==> src/hdl/cetc_pkg.sv <==
package cetc_pkg;

	// fixed point format of the internal registers
	localparam int FRAC_BITS = 28;
	localparam int INT_BITS  = 24;
	localparam int FX_W      = INT_BITS + FRAC_BITS;
	localparam int FXN       = FX_W + 1;
	localparam int HL        = (FXN + 1) / 2;
	localparam int PW        = 2 * FXN;

	// field and register widths
	localparam int ITER_W    = 10;
	localparam int RAD_W     = 20;
	localparam int CNT_W     = ITER_W + 1;
	localparam int CFG_W     = 20;
	localparam int THR_W     = RAD_W + FRAC_BITS;
	localparam int CMP_W     = (FXN > THR_W) ? FXN : THR_W;
	localparam int DIV_LANES = 4;

	// input conversion from q4.28
	localparam int QL = (FRAC_BITS >= 28) ? FRAC_BITS - 28 : 0;
	localparam int QR = (FRAC_BITS < 28) ? 28 - FRAC_BITS : 0;
	localparam logic [32:0] Q_RND = (33'd1 << QR) >> 1;

	typedef logic signed [FXN-1:0] fx_t;
	typedef logic [FXN-1:0] fxu_t;

	localparam fx_t FX_MAX = {1'b0, {FX_W{1'b1}}};
	localparam fx_t FX_MIN = {1'b1, {FX_W{1'b0}}};

	localparam logic [ITER_W-1:0] MAX_ITER_RST = 10'd200;
	localparam logic [RAD_W-1:0]  RADIUS_RST   = 20'd10000;

	typedef enum logic [0:0] {
		REG_MAX_ITER  = 1'b0,
		REG_RADIUS_SQ = 1'b1
	} reg_idx_t;

	typedef enum logic [3:0] {
		ST_IDLE,
		ST_PREP1,
		ST_PREP2,
		ST_DIV,
		ST_DIVW,
		ST_ZINIT,
		ST_CHECK,
		ST_MUL,
		ST_MULW,
		ST_UPD,
		ST_DONE
	} state_t;

	// multiply sequence of one iteration, in issue order
	typedef enum logic [3:0] {
		OP_ZRR,
		OP_ZII,
		OP_WRR,
		OP_WII,
		OP_WRI,
		OP_SRTR,
		OP_SITI,
		OP_SRTI,
		OP_SITR
	} op_t;

	function automatic fx_t fx_sat(input logic signed [FXN:0] v);
		if (v[FXN] != v[FXN-1]) begin
			return v[FXN] ? FX_MIN : FX_MAX;
		end
		return v[FXN-1:0];
	endfunction

	function automatic fx_t fx_add(input fx_t a, input fx_t b);
		logic signed [FXN:0] s;
		s = {a[FXN-1], a} + {b[FXN-1], b};
		return fx_sat(s);
	endfunction

	function automatic fx_t fx_sub(input fx_t a, input fx_t b);
		logic signed [FXN:0] s;
		s = {a[FXN-1], a} - {b[FXN-1], b};
		return fx_sat(s);
	endfunction

	function automatic fxu_t fx_mag(input fx_t a);
		return a[FXN-1] ? fxu_t'(-a) : fxu_t'(a);
	endfunction

	// q4.28 to internal format, round half away from zero on a right shift
	function automatic fx_t from_q428(input logic signed [31:0] q);
		logic [32:0] qe;
		logic [32:0] qm;
		logic [32:0] qr;
		fx_t m;
		qe = {q[31], q};
		qm = q[31] ? (33'd0 - qe) : qe;
		qr = (qm + Q_RND) >> QR;
		m = fx_t'(qr);
		if (QR == 0) begin
			return fx_t'(q) <<< QL;
		end
		return q[31] ? -m : m;
	endfunction

endpackage

==> src/hdl/cetc_mul.sv <==
module cetc_mul (
	input  logic          clk,
	input  logic          arst_n,
	input  logic          start,
	input  cetc_pkg::fx_t a,
	input  cetc_pkg::fx_t b,
	output logic          done,
	output cetc_pkg::fx_t prod
);
	import cetc_pkg::*;

	localparam logic [2:0] K_LAST_PP = 3'd3;
	localparam logic [2:0] K_ROUND   = 3'd5;
	localparam logic [2:0] K_SIGN    = 3'd6;
	localparam logic [PW-1:0] RND    = PW'(1) << (FRAC_BITS - 1);
	localparam logic [PW-1:0] LIM_P  = (PW'(1) << FX_W) - PW'(1);
	localparam logic [PW-1:0] LIM_N  = PW'(1) << FX_W;

	logic          run_q;
	logic [2:0]    k_q;
	logic          pv_s1;
	logic          done_q;
	logic          neg_q;
	fxu_t          ma_q;
	fxu_t          mb_q;
	fxu_t          mag_q;
	fx_t           prod_q;
	logic [PW-1:0] acc_q;
	logic [2*HL-1:0] pp_s1;
	logic [1:0]    sh_s1;

	logic [HL-1:0] a_part;
	logic [HL-1:0] b_part;
	logic [PW-1:0] pp_shift;
	logic [PW-1:0] rsum;
	logic [PW-1:0] rsh;
	logic [PW-1:0] lim;

	// halves of the magnitudes picked by the partial product index
	always_comb begin
		a_part = k_q[1] ? HL'(ma_q[FXN-1:HL]) : ma_q[HL-1:0];
		b_part = k_q[0] ? HL'(mb_q[FXN-1:HL]) : mb_q[HL-1:0];
	end

	always_comb begin
		unique case (sh_s1)
			2'd0:    pp_shift = PW'(pp_s1);
			2'd1:    pp_shift = PW'(pp_s1) << HL;
			2'd2:    pp_shift = PW'(pp_s1) << (2 * HL);
			default: pp_shift = '0;
		endcase
	end

	always_comb begin
		rsum = acc_q + RND;
		rsh  = rsum >> FRAC_BITS;
		lim  = neg_q ? LIM_N : LIM_P;
	end

	always_ff @(posedge clk or negedge arst_n) begin
		if (!arst_n) begin
			run_q  <= 1'b0;
			k_q    <= '0;
			pv_s1  <= 1'b0;
			done_q <= 1'b0;
		end else begin
			done_q <= 1'b0;
			if (start) begin
				run_q <= 1'b1;
				k_q   <= '0;
				pv_s1 <= 1'b0;
			end else if (run_q) begin
				k_q   <= k_q + 3'd1;
				pv_s1 <= (k_q <= K_LAST_PP);
				if (k_q == K_SIGN) begin
					run_q  <= 1'b0;
					done_q <= 1'b1;
				end
			end
		end
	end

	always_ff @(posedge clk) begin
		if (start) begin
			ma_q  <= fx_mag(a);
			mb_q  <= fx_mag(b);
			neg_q <= a[FXN-1] ^ b[FXN-1];
			acc_q <= '0;
		end else if (run_q) begin
			if (k_q <= K_LAST_PP) begin
				pp_s1 <= a_part * b_part;
				sh_s1 <= 2'(k_q[1]) + 2'(k_q[0]);
			end
			if (pv_s1) begin
				acc_q <= acc_q + pp_shift;
			end
			if (k_q == K_ROUND) begin
				mag_q <= (rsh > lim) ? FXN'(lim) : FXN'(rsh);
			end
			if (k_q == K_SIGN) begin
				prod_q <= neg_q ? -fx_t'(mag_q) : fx_t'(mag_q);
			end
		end
	end

	assign done = done_q;
	assign prod = prod_q;

endmodule

==> config.mk <==
export PLATFORM = sky130hd
export DESIGN_NAME = cetc_mul
export DESIGN_NICKNAME = d
export VERILOG_FILES = /design/src/hdl/cetc_pkg.sv /design/src/hdl/cetc_mul.sv
export SDC_FILE = /design/constraint.sdc
export NUM_CORES = 2
export LEC_CHECK = 0
export ABC_AREA = 1
export BUFFER_PORTS_ARGS = -buffer_cell sky130_fd_sc_hd__buf_2
export CORE_MARGIN = 2
export CORE_UTILIZATION = 50
export DETAILED_ROUTE_END_ITERATION = 10
export PLACE_DENSITY = 0.66
export SLEW_MARGIN = 20
export SYNTH_ARGS = -nofsm -noshare
export SYNTH_HDL_FRONTEND = slang
export SYNTH_SLANG_ARGS = --single-unit
==> constraint.sdc <==
create_clock -name clk -period 11.2 [get_ports clk]
set_input_delay 1.12 -clock clk [delete_from_list [all_inputs] [get_ports clk]]
set_output_delay 1.12 -clock clk [all_outputs]
set_load 0.005 [all_outputs]
==> summary.txt <==
Worst setup path
  • WP data arrival: roughly 11 ns
  • Setup slack, reg-to-reg: 0.71 ns
  • Reg2reg path depth: 26
  • Critical Path End Type: flop
  • Peak per-stage delay on the critical path: 1.09 ns
  • RR Endpoint: pp_s1[52]
  • Worst-path fanout max: 30
  • CP required: 11.61 ns
  • Origin of the critical flop-to-flop path: k_q[1]
  • CP dominant cell by count: fa_1
  • CP Launch Type: flop
  • Critical path's top delay family: adder cells
  • Crit Path Class: flop to flop
  • Bufs and invs on worst path: 6
  • Worst path slowest cell: clkinv_1

Cells and area
  • # fillers: between 10000 and 15000
  • Layout cells sized above 1: between 5 and 6%
  • Area Growth Syn to Fin: 7.76%
  • Layout net count: 8693

Clock network
  • CTS tree: built
  • Clock sinks: around 380
  • Post-CTS Setup Inserts: 0
  • Clk root buf: clkbuf_16
  • TritonCTS Buffers: 49
  • Clk buf depth: 3
  • Post-cts resize count: 0
  • Clock Latency Late Sink: 0.68 ns
  • Htree depth: 2
  • Hold-fix buffers, CTS: 0
  • Clk pin slew, worst setup/hold paths: around 0.06 ns

Synth
  • Mux cell area share after synthesis: 0%
  • Main combinational cell family by area after synthesis: adder cells
  • Netlist cell types: 50
  • Synthesized-area fraction occupied by xor and xnor cells: ~5%
  • Synth warn: 0
  • Yosys reg bits: 381
  • Post-Syn Nets: about 8600
  • Synth Area in Compound Gates: under 10%
  • Number of synthesized flops with an enable pin: 269
  • Sequential share of the synthesized area: between 10% and 20%
  • Area fraction in and, or, nand and nor cells after synthesis: between 20% and 30%
  • Post-synth top flop: edfxtp_1
  • FFs w/ async S/R, synth: approximately 1.6%
  • Post-synthesis instance total: about 7500
  • Mapped Area: about 0.054 mm2
  • Adder-cell share of the synthesized area: between 30% and 40%
  • Avg Synthesized Cell Area: 7.27 um2

GRT
  • Initial antenna violation count: 11
  • GRT Total Usage: between 40% and 50%
  • Vias in the first global route: 50894
  • Global-route wire length before repair: between 300000 and 400000 um
  • Grt ovf: 0
  • Largest net degree at the start of global routing: 82

Route
  • Routed wire per std cell: ~26 um
  • Initial DRT Pass Iterations: 7
  • Vias per cell: between 5 and 6
  • 1st-iter DRT viols: ~6600
  • Final WL: 231000 um
  • ANT nets after route: 0
  • DRC viols: 0
  • Vias: between 50000 and 60000

Floorplan
  • Die W: between 300 and 400 um
  • Die Ht: about 330 um
  • Boundary Pins: 163
  • Initial Util: 50.6%
  • Num rows: between 100 and 150
  • Die area: ~0.11 mm2
  • Core Region: 0.108 mm2

Place
  • PortBufs: between 150 and 200
  • Worst slack, placed: around 1.2 ns
  • GPL Wtd Cong: ~1.1
  • Dpl hpwl: between 150000 and 200000 um

Timing
  • Fmax: 0.0953 GHz
  • Period utilisation layout: between 90% and 100%
  • Min Clock Period, post-route: 10.49 ns
  • Final setup viols: 0
  • Worst-margin pin slew: around 1.2 ns
  • Fin. Hold Viols: 0
  • Min Hold Slack: roughly 0.29 ns
  • Final TNS setup: 0 ns
  • Worst setup margin: between 0.7 and 0.8 ns
  • Clk_skew: around 0.025 ns
  • Slew margin rel.: 17.7%
  • RSZ-0062 raised after global routing: false
  • Fin. max-slew vios: 0

Min path
  • Hold Crit Class: input port to asynchronous set/reset pin

Run
  • Max capacitance violation total: 0

Outcome
  • Status: finished, final reports clean
[cell usage in the layout, fill, tap and decap left out, types with 6 or more instances in the layout]
master,instances
inv_1,1497
nand2_1,1482
nor2_1,1169
fa_1,625
a21oi_1,363
ha_1,359
o21ai_0,317
edfxtp_1,269
nand3_1,261
xor2_1,202
buf_2,161
xnor2_1,109
dfxtp_1,106
buf_4,94
nor3_1,84
nand4_1,67
or2_2,57
o22ai_1,56
clkbuf_16,51
o21ai_1,34
a31oi_1,30
clkinv_1,27
a21o_1,21
nor4_1,21
o21bai_1,17
o21a_1,16
o211ai_1,13
nor2_4,11
clkinv_2,10
nand3b_1,9
o31ai_1,9
o221ai_1,8
clkbuf_1,8
inv_2,7
and3_1,7
a21boi_0,6
dfrtp_1,6
[cells by family (layout without fill, tap and decap cells)]
logic type	count (synthesis)	after routing
AOI/OAI and AO/OA	907	907
DFF	381	381
adders and majority gates	984	984
xor gates and xnor gates	311	311
and+or+nand+nor	3183	3183
buffers and inverters	1712	1874
other	0	3
[metal layers]
layer,vias to the layer above,GRT usage [%],share of wire (%)
met1,25691,58.6,42
met3,443,13.7,14
li1,23421,-,-
met2,3011,58.8,40
met4,8,15.3,4.4
met5,-,0,0.021
[stage by stage]
stage,instances,instance area (um2),utilization (%)
floorplan,7478,54400,-
global placement,8952,57000,53.0
detailed placement,8952,57000,53.0
CTS,9043,58600,54.5
global route,9043,58600,54.5
finish,9046,58600,54.5
[cell usage after synthesis, types with 30 or more instances]
cell type  count  share of area, %
edfxtp_1     269                15
or2_2         57              0.66
inv_1       1498                10
a21oi_1      363               3.3
clkbuf_1     163               1.1
nor3_1        84              0.77
xnor2_1      109               1.8
dfxtp_1      106               3.9
o22ai_1       56              0.64
ha_1         359               8.3
nand3_1      261               2.4
nand4_1       67              0.77
a31oi_1       30              0.35
nor2_1      1172               8.1
fa_1         625                23
xor2_1       202               3.3
nand2_1     1483                10
o21ai_0      329               3.0
[registers in the layout, indices dropped and copies added, names as in the netlist]
signal	flops
k_q	3
pp_s1	54
acc_q	106
mag_q	53
prod	53
sh_s1	2
ma_q	53
done	1
mb_q	53
pv_s1	1
neg_q	1
run_q	1
[final cells by class]
cell class | instances | area, um2 | share of cell area, %
multi-input combinational | 5385 | 37600 | 64.2
sequential | 381 | 10300 | 17.7
inverter | 1527 | 5730 | 9.78
tap | 1403 | 1760 | 3.00
timing repair buffer | 256 | 1520 | 2.60
clock buffer | 61 | 1330 | 2.28
clock inverter | 30 | 274 | 0.468
antenna | 3 | 7.51 | 0.0128
[worst max-delay path by stage]
| stage | startpoint | endpoint | slack, ns | depth (start not counted) |
|---|---|---|---|---|
| floorplan | k_q[1] | pp_s1[52] | 3.89 | 28 |
| detailed placement | k_q[1] | pp_s1[52] | 1.18 | 26 |
| global route | k_q[1] | pp_s1[52] | 0.51 | 26 |
| global placement | k_q[1] | pp_s1[46] | 0.97 | 26 |
| finish | k_q[1] | pp_s1[52] | 0.71 | 26 |
| CTS | k_q[1] | pp_s1[52] | 1.14 | 26 |
Power is not shown: default switching activity piles up to over one toggle a cycle in this logic, so the estimate is an artifact.
