===== src/hdl/cetc_pkg.sv =====
package cetc_pkg;

	// fixed point format of the internal registers
	localparam int FRAC_BITS = 28;
	localparam int INT_BITS  = 24;
	localparam int FX_W      = INT_BITS + FRAC_BITS;
	localparam int FXN       = FX_W + 1;
	localparam int HL        = (FXN + 1) / 2;
	localparam int PW        = 2 * FXN;

	// field and register widths
	localparam int ITER_W    = 10;
	localparam int RAD_W     = 20;
	localparam int CNT_W     = ITER_W + 1;
	localparam int CFG_W     = 20;
	localparam int THR_W     = RAD_W + FRAC_BITS;
	localparam int CMP_W     = (FXN > THR_W) ? FXN : THR_W;
	localparam int DIV_LANES = 4;

	// input conversion from q4.28
	localparam int QL = (FRAC_BITS >= 28) ? FRAC_BITS - 28 : 0;
	localparam int QR = (FRAC_BITS < 28) ? 28 - FRAC_BITS : 0;
	localparam logic [32:0] Q_RND = (33'd1 << QR) >> 1;

	typedef logic signed [FXN-1:0] fx_t;
	typedef logic [FXN-1:0] fxu_t;

	localparam fx_t FX_MAX = {1'b0, {FX_W{1'b1}}};
	localparam fx_t FX_MIN = {1'b1, {FX_W{1'b0}}};

	localparam logic [ITER_W-1:0] MAX_ITER_RST = 10'd200;
	localparam logic [RAD_W-1:0]  RADIUS_RST   = 20'd10000;

	typedef enum logic [0:0] {
		REG_MAX_ITER  = 1'b0,
		REG_RADIUS_SQ = 1'b1
	} reg_idx_t;

	typedef enum logic [3:0] {
		ST_IDLE,
		ST_PREP1,
		ST_PREP2,
		ST_DIV,
		ST_DIVW,
		ST_ZINIT,
		ST_CHECK,
		ST_MUL,
		ST_MULW,
		ST_UPD,
		ST_DONE
	} state_t;

	// multiply sequence of one iteration, in issue order
	typedef enum logic [3:0] {
		OP_ZRR,
		OP_ZII,
		OP_WRR,
		OP_WII,
		OP_WRI,
		OP_SRTR,
		OP_SITI,
		OP_SRTI,
		OP_SITR
	} op_t;

	function automatic fx_t fx_sat(input logic signed [FXN:0] v);
		if (v[FXN] != v[FXN-1]) begin
			return v[FXN] ? FX_MIN : FX_MAX;
		end
		return v[FXN-1:0];
	endfunction

	function automatic fx_t fx_add(input fx_t a, input fx_t b);
		logic signed [FXN:0] s;
		s = {a[FXN-1], a} + {b[FXN-1], b};
		return fx_sat(s);
	endfunction

	function automatic fx_t fx_sub(input fx_t a, input fx_t b);
		logic signed [FXN:0] s;
		s = {a[FXN-1], a} - {b[FXN-1], b};
		return fx_sat(s);
	endfunction

	function automatic fxu_t fx_mag(input fx_t a);
		return a[FXN-1] ? fxu_t'(-a) : fxu_t'(a);
	endfunction

	// q4.28 to internal format, round half away from zero on a right shift
	function automatic fx_t from_q428(input logic signed [31:0] q);
		logic [32:0] qe;
		logic [32:0] qm;
		logic [32:0] qr;
		fx_t m;
		qe = {q[31], q};
		qm = q[31] ? (33'd0 - qe) : qe;
		qr = (qm + Q_RND) >> QR;
		m = fx_t'(qr);
		if (QR == 0) begin
			return fx_t'(q) <<< QL;
		end
		return q[31] ? -m : m;
	endfunction

endpackage


===== src/hdl/cetc_div3.sv =====
module cetc_div3 (
	input  logic          clk,
	input  logic          arst_n,
	input  logic          start,
	input  cetc_pkg::fx_t din [cetc_pkg::DIV_LANES],
	output logic          done,
	output cetc_pkg::fx_t quo [cetc_pkg::DIV_LANES]
);
	import cetc_pkg::*;

	localparam int CH_W   = 14;
	localparam int CH_N   = (FXN + CH_W - 1) / CH_W;
	localparam int DV_W   = CH_W * CH_N;
	localparam int V_W    = CH_W + 2;
	localparam int VM_W   = V_W + 1 + CH_W;
	localparam int STEP_W = $clog2(CH_N);
	// (2^(V_W+1) + 1) / 3, exact quotient by three for any V_W-bit value
	localparam logic [V_W-1:0] RECIP = V_W'((2 ** (V_W + 1) + 1) / 3);

	logic              run_q;
	logic              done_q;
	logic [STEP_W-1:0] step_q;

	always_ff @(posedge clk or negedge arst_n) begin
		if (!arst_n) begin
			run_q  <= 1'b0;
			done_q <= 1'b0;
			step_q <= '0;
		end else begin
			done_q <= 1'b0;
			if (start) begin
				run_q  <= 1'b1;
				step_q <= '0;
			end else if (run_q) begin
				step_q <= step_q + 1'b1;
				if (step_q == STEP_W'(CH_N - 1)) begin
					run_q  <= 1'b0;
					done_q <= 1'b1;
				end
			end
		end
	end

	// long division by three in 14-bit digits, digit quotient by reciprocal multiply
	for (genvar l = 0; l < DIV_LANES; l++) begin : g_lane
		logic [DV_W-1:0] sh_q;
		logic [1:0]      rem_q;
		logic            neg_q;
		logic [V_W-1:0]  v;
		logic [VM_W-1:0] vm;
		logic [CH_W-1:0] qd;
		logic [V_W-1:0]  q3;
		logic [V_W-1:0]  r;

		always_comb begin
			v  = {rem_q, sh_q[DV_W-1 -: CH_W]};
			vm = VM_W'(v * RECIP);
			qd = vm[V_W+1 +: CH_W];
			q3 = {1'b0, qd, 1'b0} + {2'b00, qd};
			r  = v - q3;
		end

		always_ff @(posedge clk) begin
			if (start) begin
				sh_q  <= DV_W'(fx_mag(din[l]));
				rem_q <= '0;
				neg_q <= din[l][FXN-1];
			end else if (run_q) begin
				sh_q  <= {sh_q[DV_W-CH_W-1:0], qd};
				rem_q <= r[1:0];
			end
		end

		assign quo[l] = neg_q ? -fx_t'(sh_q[FXN-1:0]) : fx_t'(sh_q[FXN-1:0]);
	end

	assign done = done_q;

endmodule


===== config.mk =====
export PLATFORM = sky130hd
export DESIGN_NAME = cetc_div3
export DESIGN_NICKNAME = d
export VERILOG_FILES = /design/src/hdl/cetc_pkg.sv /design/src/hdl/cetc_div3.sv
export SDC_FILE = /design/constraint.sdc
export NUM_CORES = 2
export LEC_CHECK = 0
export ABC_AREA = 0
export ABC_CLOCK_PERIOD_IN_PS = 6190
export BUFFER_PORTS_ARGS = -buffer_cell sky130_fd_sc_hd__buf_2
export CORE_MARGIN = 2
export CORE_UTILIZATION = 56
export DETAILED_ROUTE_END_ITERATION = 16
export GPL_TIMING_DRIVEN = 0
export PLACE_DENSITY = 0.8
export SETUP_SLACK_MARGIN = 0.15
export SYNTH_ARGS = -nofsm -noshare
export SYNTH_HDL_FRONTEND = slang
export SYNTH_SLANG_ARGS = --single-unit
export TNS_END_PERCENT = 20

===== constraint.sdc =====
create_clock -name clk -period 6.19 [get_ports clk]
set_input_delay 0.619 -clock clk [delete_from_list [all_inputs] [get_ports clk]]
set_output_delay 0.619 -clock clk [all_outputs]
set_load 0.02 [all_outputs]

==> impl_metrics.csv <==
group,metric,value,unit
timing,whs,0.228,ns
timing,worst_pin_slew,1.39,ns
setup_path,crit_chain,"buf_4 -> ha_1 -> ha_1 -> inv_1 -> fa_1 -> inv_1 -> ha_1 -> fa_1 -> inv_1 -> fa_1 -> inv_1 -> ha_1 -> nand4_1 -> nor2_1 -> nand2_1 -> o21ai_4 -> o21a_1 -> xnor2_2 -> inv_1 -> ha_1 -> xnor2_2 -> xnor2_1 -> xnor2_1 -> a211oi_1",
routing,routed_via_density,6.08,
synthesis,synth-async-reset-ratio,0.0167,
synthesis,synth.area.top_cells,"edfxtp_1, ha_1, fa_1",
synthesis,synthMuxAreaShare,0.0168,
clocking,cts.sinks,240,
routing,via_count,33300,
final_layout,instances_no_fill,5484,
floorplan,die-area,66900,um2
routing,drt-met1-wl,48.5,mm
setup_path,cp.depth,24,
synthesis,syn_nets,5031,
clocking,cts-root-buf,"clkbuf_16",
setup_path,crit_slowest_cell,"edfxtp_1",
synthesis,synth_fa_ha_area_frac,0.346,
setup_path,endpoint,"g_lane[2].rem_q[1]",
global_route,grt_pass1_wl,190,mm
synthesis,avgSynthCellArea,9.09,um2
global_route,overflow,0,
placement,portBuffers,426,
clocking,htree_levels,1,
routing,highest_layer,"met5",
floorplan,io_pins,428,
placement,placed_cells,5280,
placement,post-place-ws,-0.846,ns
timing,slew_headroom,0.0746,
setup_path,r2r-end,"g_lane[2].rem_q[1]",
setup_path,path_max_fanout,7,
routing,drcViolationCount,0,
setup_path,cp-end-kind,"register",
floorplan,core.rowCount,93,
synthesis,synth-xor-area-share,0.123,
worst_hold_path,min_path_cells,1,
timing,fin_crit,6.04,ns
synthesis,yosysTopAreaCellShare,0.179,
timing,drv_slew,0,
timing,setup_viol,0,
setup_path,max_stage_delay,0.61,ns
synthesis,seq_area_frac_synth,0.192,
global_route,antenna_found_initial,6,
routing,dr.pass1.iters,7,
setup_path,crit_required,6.58,ns
setup_path,crit_start,"g_lane[2].sh_q[51]",
setup_path,rr_worst_depth,24,
clocking,ctsLongestPathBuffers,3,
clocking,cts_tree,"done",
synthesis,ys.flop_type,"edfxtp_1",
setup_path,critical-path-top-delay-family,"adder cells",
synthesis,synth_top_cell_by_area,"edfxtp_1",
synthesis,synth_seq_cells,240,
timing,rsz0062_at_grt,"yes",
routing,ant_nets,0,
placement,gp_congestion,1.02,
final_layout,num-fill-cells,5095,
synthesis,synth_area,36300,um2
worst_hold_path,hp-class,"primary input to register",
clocking,insertion_delay,0.59,ns
synthesis,yosysUniqueCellTypes,72,
setup_path,rr_startpoint,"g_lane[2].sh_q[51]",
routing,wl_met2,59.3,mm
setup_path,path_buf_inv,6,
floorplan,coreArea,64200,um2
floorplan,initial_utilization,0.565,
global_route,track_usage,0.372,
synthesis,synth_edf_count,216,
placement,dp_hpwl,101,mm
global_route,grt_pass1_vias,32400,
timing,timing.final.ws_setup,0.151,ns
timing,skew,0.0212,ns
placement,placed_area,39600,um2
floorplan,die_y,259,um
routing,post_drt_wl_per_cell,23.6,um
clocking,clk_pin_slew,0.06,ns
synthesis,synth_top_family_by_area,"adder cells",
timing,fmax,166,MHz
floorplan,die_x,259,um
setup_path,start_kind,"register",
synthesis,synth-compound-area-share,0.122,
timing,fin_crit_sh,0.976,
routing,drt-total-wl,129,mm
synthesis,synthesis.yosys.warnings,0,
final_layout,stdcell_area,42600,um2
routing,drt_iter0_markers,3646,
run_status,status,"complete, no violations",
synthesis,synth_cells,3995,
final_layout,drive_above_1_share,0.176,
setup_path,setup.worst_path.class,"register to register",
setup_path,reg2reg_slack,0.15,ns
clocking,numCtsBuffers,30,
routing,wl_met3,13.7,mm
global_route,grt_max_degree,54,
synthesis,synth-simple-area-share,0.113,
timing,hold_violations,0,
setup_path,crit_arrival,6.43,ns
run,max_cap_viol_count,0,
final_layout,nNetsFinal,5637,
final_layout,synthToLayoutAreaGrowth,17.2,%
==> synth_stat cells, types with 9 or more instances <==
cell type	number
nand4_1	23
clkbuf_1	100
o21a_1	12
nor4_1	27
dfxtp_1	20
inv_1	733
o211ai_1	12
a211oi_1	13
nand3_1	31
a21oi_1	192
nand4b_1	10
nor2_1	221
or3_1	56
edfxtp_1	216
fa_1	304
o31ai_1	128
nand2_1	227
nand2b_1	29
o21ai_0	206
mux2i_1	17
xor2_1	204
a21o_1	34
mux2_2	39
o41ai_1	51
xnor2_1	305
or2_2	24
nor2b_1	10
a31oi_1	9
ha_1	517
or4_1	61
nor3_1	58
==> worst register-to-register path, delay by kind of cell (launching register included) <==
family	cells	cell delay [ns]
compound gates	3	0.57
xor+xnor	4	0.70
fa+ha+maj	8	2.95
buf+inv	6	0.51
flops	1	0.61
simple gates	3	0.52
==> logic make-up after synthesis <==
logic type | count (synthesis)
flip-flops | 240
AND/OR/NAND/NOR | 820
adder cells (fa/ha/maj) | 821
AO/OA/AOI/OAI | 708
multiplexers | 56
XOR/XNOR | 509
buffers and inverters | 841
==> through the flow <==
step | util | TNS, ns
2_1_floorplan | - | 0
5_1_grt | 0.662 | -0.0218
3_5_place_dp | 0.617 | -8.00
6_report | 0.662 | 0
3_3_place_gp | 0.615 | -278.97
4_1_cts | 0.644 | 0
==> placed cells by master (no fill, tap or decap), types with 55 or more instances in the layout <==
master,instances
xor2_1,198
o31ai_1,126
xnor2_1,300
ha_1,477
edfxtp_1,216
or4_1,61
fa_1,303
nor2_1,220
clkbuf_1,103
nor3_1,57
inv_1,732
buf_2,426
nand2_1,224
a21oi_1,180
o21ai_0,197
buf_4,146
or3_1,55
==> worst min path at each step <==
stage / startpoint / endpoint / slack (ns)
after floorplan: arst_n / done / 0.32
after global placement: arst_n / done / 0.45
after detailed placement: arst_n / done / 0.46
after CTS: din[158] / g_lane[1].neg_q / 0.22
after global routing: din[158] / g_lane[1].neg_q / 0.23
final: din[158] / g_lane[1].neg_q / 0.23
==> final cells by class <==
| type | count | area (um2) | share of cell area |
|---|---|---|---|
| timing repair buffer | 574 | 3330 | 0.0782 |
| inverter | 733 | 2750 | 0.0647 |
| clock buffer | 43 | 881 | 0.0207 |
| antenna | 4 | 10.0 | 0.000235 |
| multi-input combinational | 2914 | 26900 | 0.632 |
| clock inverter | 13 | 164 | 0.00385 |
| buffer | 108 | 440 | 0.0104 |
| tap | 855 | 1070 | 0.0251 |
| sequential | 240 | 7000 | 0.164 |
==> registers in the layout, indices dropped and copies added (netlist names) <==
register / count
run_q: 1
done: 1
step_q: 2
g_lane.rem_q: 8
g_lane.sh_q: 224
g_lane.neg_q: 4
==> repair_timing <==
| item | CTS | global route |
|---|---|---|
| pin swaps | 9 | 47 |
| hold buffers | 1 | 0 |
| endpoints found under the hold margin | 4 | 0 |
| endpoints found under the setup margin | 39 | 34 |
| setup buffers | 63 | 80 |
| gates resized for setup | 45 | 107 |
==> layer usage <==
layer,GRT usage,vias to the layer above
li1,-,14700
met1,0.481,16000
met2,0.609,2125
met3,0.0650,474
met4,0.171,8
met5,0,-
Power is not shown: default switching activity piles up to over one toggle a cycle in this logic, so the estimate is an artifact.
